## config.mk

```make
export PLATFORM = sky130hd
export DESIGN_NAME = fifo_with_indexed_removal_unit
export DESIGN_NICKNAME = d
export VERILOG_FILES = /design/src/rtl/fwir_pkg.sv /design/src/rtl/fifo_with_indexed_removal_unit.sv /design/src/rtl/fwir_cell.sv
export SDC_FILE = /design/constraint.sdc
export NUM_CORES = 1
export LEC_CHECK = 0
export BUFFER_PORTS_ARGS = -buffer_cell sky130_fd_sc_hd__buf_2
export CORE_ASPECT_RATIO = 0.9
export CORE_MARGIN = 2
export CORE_UTILIZATION = 25
export DETAILED_ROUTE_END_ITERATION = 8
export PLACE_DENSITY = 0.45
export SETUP_SLACK_MARGIN = 0.5
export SYNTH_ARGS = -nofsm -noshare
export SYNTH_HDL_FRONTEND = slang
export SYNTH_SLANG_ARGS = --single-unit
```

## constraint.sdc

```tcl
create_clock -name i_clk -period 7.58 [get_ports i_clk]
set_input_delay 0.379 -clock i_clk [delete_from_list [all_inputs] [get_ports i_clk]]
set_output_delay 0.379 -clock i_clk [all_outputs]
set_load 0.05 [all_outputs]
```

## src/rtl/fwir_pkg.sv

```systemverilog
// ============================================================================
// fwir_pkg: shared types and constants for the indexed-removal FIFO
// Defines the command and result words, the operation and error codes and
// the per-cell control group.
// ============================================================================
`default_nettype none

package fwir_pkg;

    localparam int DATA_W  = 32;
    localparam int MODE_W  = 2;
    localparam int POS_W   = 4;
    localparam int COUNT_W = 5;
    localparam int ERR_W   = 2;
    localparam int DEPTH_DEFAULT = 16;

    localparam logic [MODE_W-1:0] MODE_APPEND = 2'd0;
    localparam logic [MODE_W-1:0] MODE_POP    = 2'd1;
    localparam logic [MODE_W-1:0] MODE_REMOVE = 2'd2;

    typedef enum logic [ERR_W-1:0] {
        ERR_OK    = 2'd0,
        ERR_EMPTY = 2'd1,
        ERR_RANGE = 2'd2,
        ERR_FULL  = 2'd3
    } t_err;

    typedef struct packed {
        logic [MODE_W-1:0]        mode;
        logic signed [DATA_W-1:0] value;
        logic [POS_W-1:0]         position;
    } t_cmd;

    typedef struct packed {
        logic signed [DATA_W-1:0] head_value;
        logic [COUNT_W-1:0]       count;
        logic                     is_empty;
        t_err                     error_code;
    } t_res;

    typedef struct packed {
        logic load;
        logic shift;
    } t_cell_ctl;

endpackage

`default_nettype wire

```

## src/rtl/fifo_with_indexed_removal_unit.sv

```systemverilog
// ============================================================================
// fifo_with_indexed_removal_unit: FIFO with append, pop and remove-at-index
// A row of storage cells, cell 0 at the head; removals shift the upper cells
// down one place.
// ============================================================================
// Output: the result word appears on o_res with o_strobe in the cycle
//   after the command word is taken (start high while busy is low).
// Throughput: one command word per cycle; busy stays low, since every cell
//   updates in the same cycle the command is taken.
// Reset: the element count and the result strobe clear; cell contents are
//   left as they are and are never read before being written.
`default_nettype none

module fifo_with_indexed_removal_unit
    import fwir_pkg::*;
#(
    parameter int DEPTH = DEPTH_DEFAULT
) (
    input  wire logic i_clk,
    input  wire logic i_rst_n,
    input  wire logic start,
    output logic      busy,
    input  wire t_cmd i_cmd,
    output logic      o_strobe,
    output t_res      o_res
);

    // Count width holds DEPTH itself; the compare width also covers the
    // four-bit position field.
    localparam int CW = $clog2(DEPTH + 1);
    localparam int PW = (CW > POS_W) ? CW : POS_W;

    logic [CW-1:0] r_count;
    logic [CW-1:0] n_count;
    logic          r_strobe;
    t_res          r_res;
    t_res          n_res;

    logic          w_append;
    logic          w_remove;
    logic [PW-1:0] w_idx;
    t_err          w_err;
    logic [PW-1:0] w_pos_ext;
    logic [PW-1:0] w_cnt_ext;
    logic          w_empty;
    logic          w_full;

    t_cell_ctl                w_ctl  [DEPTH];
    logic [DEPTH-1:0]         w_load;
    logic signed [DATA_W-1:0] w_data [DEPTH];
    logic signed [DATA_W-1:0] w_next [DEPTH];

    // The block never holds off a command word, so busy is tied low.
    assign busy = 1'b0;

    assign w_pos_ext = PW'(i_cmd.position);
    assign w_cnt_ext = PW'(r_count);
    assign w_empty   = (r_count == '0);
    assign w_full    = (r_count == CW'(DEPTH));

    // Decode the command. A failing operation sets the error code and
    // leaves every cell and the count untouched.
    always_comb begin
        w_append = 1'b0;
        w_remove = 1'b0;
        w_idx    = '0;
        w_err    = ERR_OK;
        if (start) begin
            case (i_cmd.mode)
                MODE_APPEND: begin
                    if (w_full) begin
                        w_err = ERR_FULL;
                    end else begin
                        w_append = 1'b1;
                    end
                end
                MODE_POP: begin
                    if (w_empty) begin
                        w_err = ERR_EMPTY;
                    end else begin
                        w_remove = 1'b1;
                    end
                end
                MODE_REMOVE: begin
                    if (w_empty) begin
                        w_err = ERR_EMPTY;
                    end else if (w_pos_ext >= w_cnt_ext) begin
                        w_err = ERR_RANGE;
                    end else begin
                        w_remove = 1'b1;
                        w_idx    = w_pos_ext;
                    end
                end
                default: begin
                    // The unused mode code reports the queue as it stands.
                end
            endcase
        end
    end

    // Per-cell control: an append loads the cell just past the tail; a
    // removal makes every occupied cell from the index upward take its
    // neighbor's element, except the old tail cell, which simply drops out.
    always_comb begin
        for (int i = 0; i < DEPTH; i++) begin
            w_ctl[i].load  = w_append && (CW'(i) == r_count);
            w_ctl[i].shift = w_remove && (PW'(i) >= w_idx) && (PW'(i + 1) < w_cnt_ext);
            w_load[i]      = w_ctl[i].load;
        end
    end

    genvar g;
    generate
        for (g = 0; g < DEPTH; g++) begin : g_cell
            logic signed [DATA_W-1:0] w_nb;
            if (g == DEPTH - 1) begin : g_last
                assign w_nb = '0;
            end else begin : g_mid
                assign w_nb = w_data[g + 1];
            end
            fwir_cell u_cell (
                .i_clk      (i_clk),
                .i_ctl      (w_ctl[g]),
                .i_value    (i_cmd.value),
                .i_neighbor (w_nb),
                .o_data     (w_data[g]),
                .o_next     (w_next[g])
            );
        end
    endgenerate

    // Next count and the result word, both taken from the state as it
    // will be after this operation.
    always_comb begin
        n_count = r_count;
        if (w_append) begin
            n_count = r_count + CW'(1);
        end else if (w_remove) begin
            n_count = r_count - CW'(1);
        end
        n_res.head_value = (n_count == '0) ? '0 : w_next[0];
        n_res.count      = COUNT_W'(n_count);
        n_res.is_empty   = (n_count == '0);
        n_res.error_code = w_err;
    end

    always_ff @(posedge i_clk) begin
        if (!i_rst_n) begin
            r_count  <= '0;
            r_strobe <= 1'b0;
        end else begin
            r_count  <= n_count;
            r_strobe <= start;
        end
    end

    // The result word itself needs no reset; the strobe qualifies it.
    always_ff @(posedge i_clk) begin
        r_res <= n_res;
    end

    assign o_strobe = r_strobe;
    assign o_res    = r_res;

    // Every accepted command yields exactly one strobe in the next cycle.
    a_strobe_follows: assert property (@(posedge i_clk) disable iff (!i_rst_n)
        start |=> o_strobe)
        else $error("command word without a result word");

    a_no_spurious: assert property (@(posedge i_clk) disable iff (!i_rst_n)
        !start |=> !o_strobe)
        else $error("result word without a command word");

    // The count never passes the capacity.
    a_count_bound: assert property (@(posedge i_clk) disable iff (!i_rst_n)
        r_count <= CW'(DEPTH))
        else $error("element count beyond capacity");

    // A failing operation leaves the count unchanged.
    a_fail_holds: assert property (@(posedge i_clk) disable iff (!i_rst_n)
        start && (w_err != ERR_OK) |=> r_count == $past(r_count))
        else $error("failed operation changed the queue");

    // At most one cell loads per cycle.
    a_one_load: assert property (@(posedge i_clk) disable iff (!i_rst_n)
        $onehot0(w_load))
        else $error("more than one cell loaded");

    // The empty flag agrees with the stored count.
    a_empty_flag: assert property (@(posedge i_clk) disable iff (!i_rst_n)
        o_strobe |-> (o_res.is_empty == (r_count == '0)))
        else $error("empty flag disagrees with count");

endmodule

`default_nettype wire

```

## src/rtl/fwir_cell.sv

```systemverilog
// ============================================================================
// fwir_cell: one storage cell of the queue
// Holds one element; loads a new element or takes its upper neighbor's
// element when the queue closes a gap.
// ============================================================================
`default_nettype none

module fwir_cell
    import fwir_pkg::*;
(
    input  wire logic                     i_clk,
    input  wire t_cell_ctl                i_ctl,
    input  wire logic signed [DATA_W-1:0] i_value,
    input  wire logic signed [DATA_W-1:0] i_neighbor,
    output logic signed [DATA_W-1:0]      o_data,
    output logic signed [DATA_W-1:0]      o_next
);

    logic signed [DATA_W-1:0] r_data;
    logic signed [DATA_W-1:0] n_data;

    always_comb begin
        n_data = r_data;
        if (i_ctl.shift) begin
            n_data = i_neighbor;
        end else if (i_ctl.load) begin
            n_data = i_value;
        end
    end

    always_ff @(posedge i_clk) begin
        r_data <= n_data;
    end

    assign o_data = r_data;
    assign o_next = n_data;

endmodule

`default_nettype wire

```

==> flow_metrics.env <==
export IMPL_dr_total_vias=12400
export IMPL_cts_resized_gates=0
export IMPL_drt_iter0_markers=809
export IMPL_avgRoutedWirePerCell_um=20.8
export IMPL_rsz0062_at_grt="no"
export IMPL_placed_area_mm2=0.0259
export IMPL_crit_start="r_count[2]"
export IMPL_end_kind="register"
export IMPL_vias_per_cell=4.36
export IMPL_yosysTopAreaCellShare=0.559
export IMPL_cap_violations=0
export IMPL_fin_ws_ns=2.74
export IMPL_stdcell_count=2835
export IMPL_worstReg2RegStart="r_count[2]"
export IMPL_antenna_cells=0
export IMPL_dp_cells=2721
export IMPL_power_per_cell_area_mw_per_mm2=247
export IMPL_cts_path_max_buffers=3
export IMPL_nets=1584
export IMPL_grt_first_pass_wirelength_mm=89.0
export IMPL_yosys_warnings=0
export IMPL_required_ns=7.73
export IMPL_status="finished clean"
export IMPL_fin_setup_tns_ns=0
export IMPL_die_y_um=298
export IMPL_wirelength_mm=58.9
export IMPL_dr_pass1_iters=4
export IMPL_pre_cts_ws_ns=2.69
export IMPL_cts_made_buffers=60
export IMPL_worst_pin_slew_ns=1.22
export IMPL_maxSlewViolCount=0
export IMPL_htreeDepth=2
export IMPL_min_period_ns=4.84
export IMPL_crit_chain="inv_1, ha_1, o21a_1, nor2_1, nor3_1, nand4b_2, o221ai_4, nand2_2"
export IMPL_crit_end="g_cell[8].u_cell.o_data[31]"
export IMPL_p_leak_nw=9.21
export IMPL_clk_latency_ns=0.63
export IMPL_fin_skew_ns=0.0261
export IMPL_synth_fp_nets=1531
export IMPL_worstHoldPathType="in -> reg"
export IMPL_gr_total_overflow=0
export IMPL_worst_ep_arrival_time_ns=4.99
export IMPL_reg2reg_to="g_cell[8].u_cell.o_data[31]"
export IMPL_hold_buffers=0
export IMPL_rrSetupSlack_ns=2.74
export IMPL_worstPathMaxFanout=33
export IMPL_final_common_cell="mux2_2"
export IMPL_drc=0
export IMPL_die_area_mm2=0.0987
export IMPL_io_buffers=81
export IMPL_cp_start_kind="register"
export IMPL_fin_hold_ws_ns=0.126
export IMPL_synth_largest_area_cell="edfxtp_1"
export IMPL_slowest_stage="o221ai_4"
export IMPL_final_cell_mix="mux2_2, edfxtp_1, dfxtp_1"
export IMPL_syn2layout_area_growth_pct=15.9
export IMPL_setup_viol=0
export IMPL_reg2reg_depth=8
export IMPL_grt_pass1_vias=12900
export IMPL_drtAntennaViolNets=0
export IMPL_fin_crit_sh=0.639
export IMPL_syn_mean_instance_area_um2=16.3
export IMPL_design_area_mm2=0.0279
export IMPL_synth_flop_cell="edfxtp_1"
export IMPL_p_total_mw=6.90
export IMPL_gp_congestion=0.810
export IMPL_crit_type="reg -> reg"
export IMPL_slew_headroom=0.186
export IMPL_synth_cells=1477
export IMPL_slowest_delay_ns=1.00
export IMPL_postLayoutCoreUtil=0.293
export IMPL_synth_area_leaders="edfxtp_1, mux2_2, dfxtp_1, mux2_4, o41a_1"
export IMPL_finalHoldViolCount=0
export IMPL_cts_tree="yes"
export IMPL_synth_edff_count=448
export IMPL_placementRows=107
export IMPL_irDropWorstVdd_v=0.000177
export IMPL_fmax_mhz=206
export IMPL_netlist_area_mm2=0.0241
export IMPL_synth_yosys_seq_area_share=0.651
export IMPL_num_io_pins=83
export IMPL_initial_core_util=0.253
export IMPL_grt_start_max_net_pins=35
export IMPL_min_from="i_rst_n"
export IMPL_postCtsSetupBuffers=0
export IMPL_numClockSinks=558
export IMPL_netlist_cell_type_count=58
export IMPL_cts_root_buf="clkbuf_16"
export IMPL_core_mm2=0.0951
export IMPL_clkTransAtPathRegs_ns=0.06
export IMPL_ys_ff_latch=558
export IMPL_antenna_found_initial=13
export IMPL_die_w_um=331
export IMPL_drive_gt1_frac=0.468
export IMPL_grtUsageTotal=0.119
export IMPL_async_flop_share=0
export IMPL_hpwl_mm=37.2
layout make-up:
class	count	area, um^2
clock buffer	82	1660
multi-input combinational	791	8020
fill	9448	67200
clock inverter	32	324
timing repair buffer	110	623
inverter	9	33.8
sequential	558	15700
tap	1253	1570
per-layer routing:
| metal | global-route usage | wire [um] |
|---|---|---|
| met2 | 0.174 | 25100 |
| met1 | 0.182 | 30000 |
| met4 | 0.0268 | 962 |
| met5 | 0 | 0 |
| met3 | 0.0204 | 2780 |
registers in the layout, indices dropped and copies added (netlist names):
signal / flops
o_res: 40
o_strobe: 1
g_cell.u_cell.o_data: 512
r_count: 5
logic make-up after synthesis:
| group | count (synthesis) | synth area share |
|---|---|---|
| flip-flops | 558 | 0.651 |
| multiplexers | 512 | 0.244 |
| AND/OR/NAND/NOR | 146 | 0.0296 |
| buffers and inverters | 128 | 0.0276 |
| AO/OA/AOI/OAI | 116 | 0.0398 |
| adder cells (fa/ha/maj) | 13 | 0.00676 |
| XOR/XNOR | 3 | 0.00109 |
| other | 1 | 0.000156 |
synthesized netlist by cell type, types with 2 or more instances:
library cell	instances
and2_1	8
buf_6	9
ha_1	13
o211ai_1	3
a31oi_1	2
o31ai_1	6
nor3_4	2
o21ai_1	3
nand4_1	4
o21bai_1	2
nand3_1	7
mux2_2	469
edfxtp_1	448
o21ai_0	8
a211oi_4	3
mux2_4	29
nor2_1	18
or3_1	2
a21oi_1	41
o221ai_2	2
nor3_1	4
dfxtp_1	110
inv_1	9
buf_1	3
nor4_1	3
o311ai_2	2
clkbuf_1	55
o41a_1	31
nand2_1	84
nand2b_1	2
o21a_1	2
a31o_2	2
xnor2_1	3
buf_2	32
mux2_1	14
buf_4	20
worst min-delay path by stage:
stage                                   end  cells after the start
2_1_floorplan   g_cell[15].u_cell.o_data[0]                      2
3_3_place_gp   g_cell[15].u_cell.o_data[12]                      2
3_5_place_dp    g_cell[15].u_cell.o_data[8]                      2
4_1_cts                            o_strobe                      2
5_1_grt                            o_strobe                      2
6_report                           o_strobe                      2
power breakdown:
part           switching, mW  internal, mW
Sequential            0.0325          3.39
Combinational          0.317         0.221
Clock                   1.24          1.70
Total                   1.59          5.31
critical path: cells and delay by family, from the launching register on:
kind            cells  cell delay [ns]
fa+ha+maj           1             0.37
flops               1             0.81
compound gates      2             1.20
simple gates        4             1.65
buf+inv             1             0.33
Note: power is estimated with default switching activity, not from simulation.
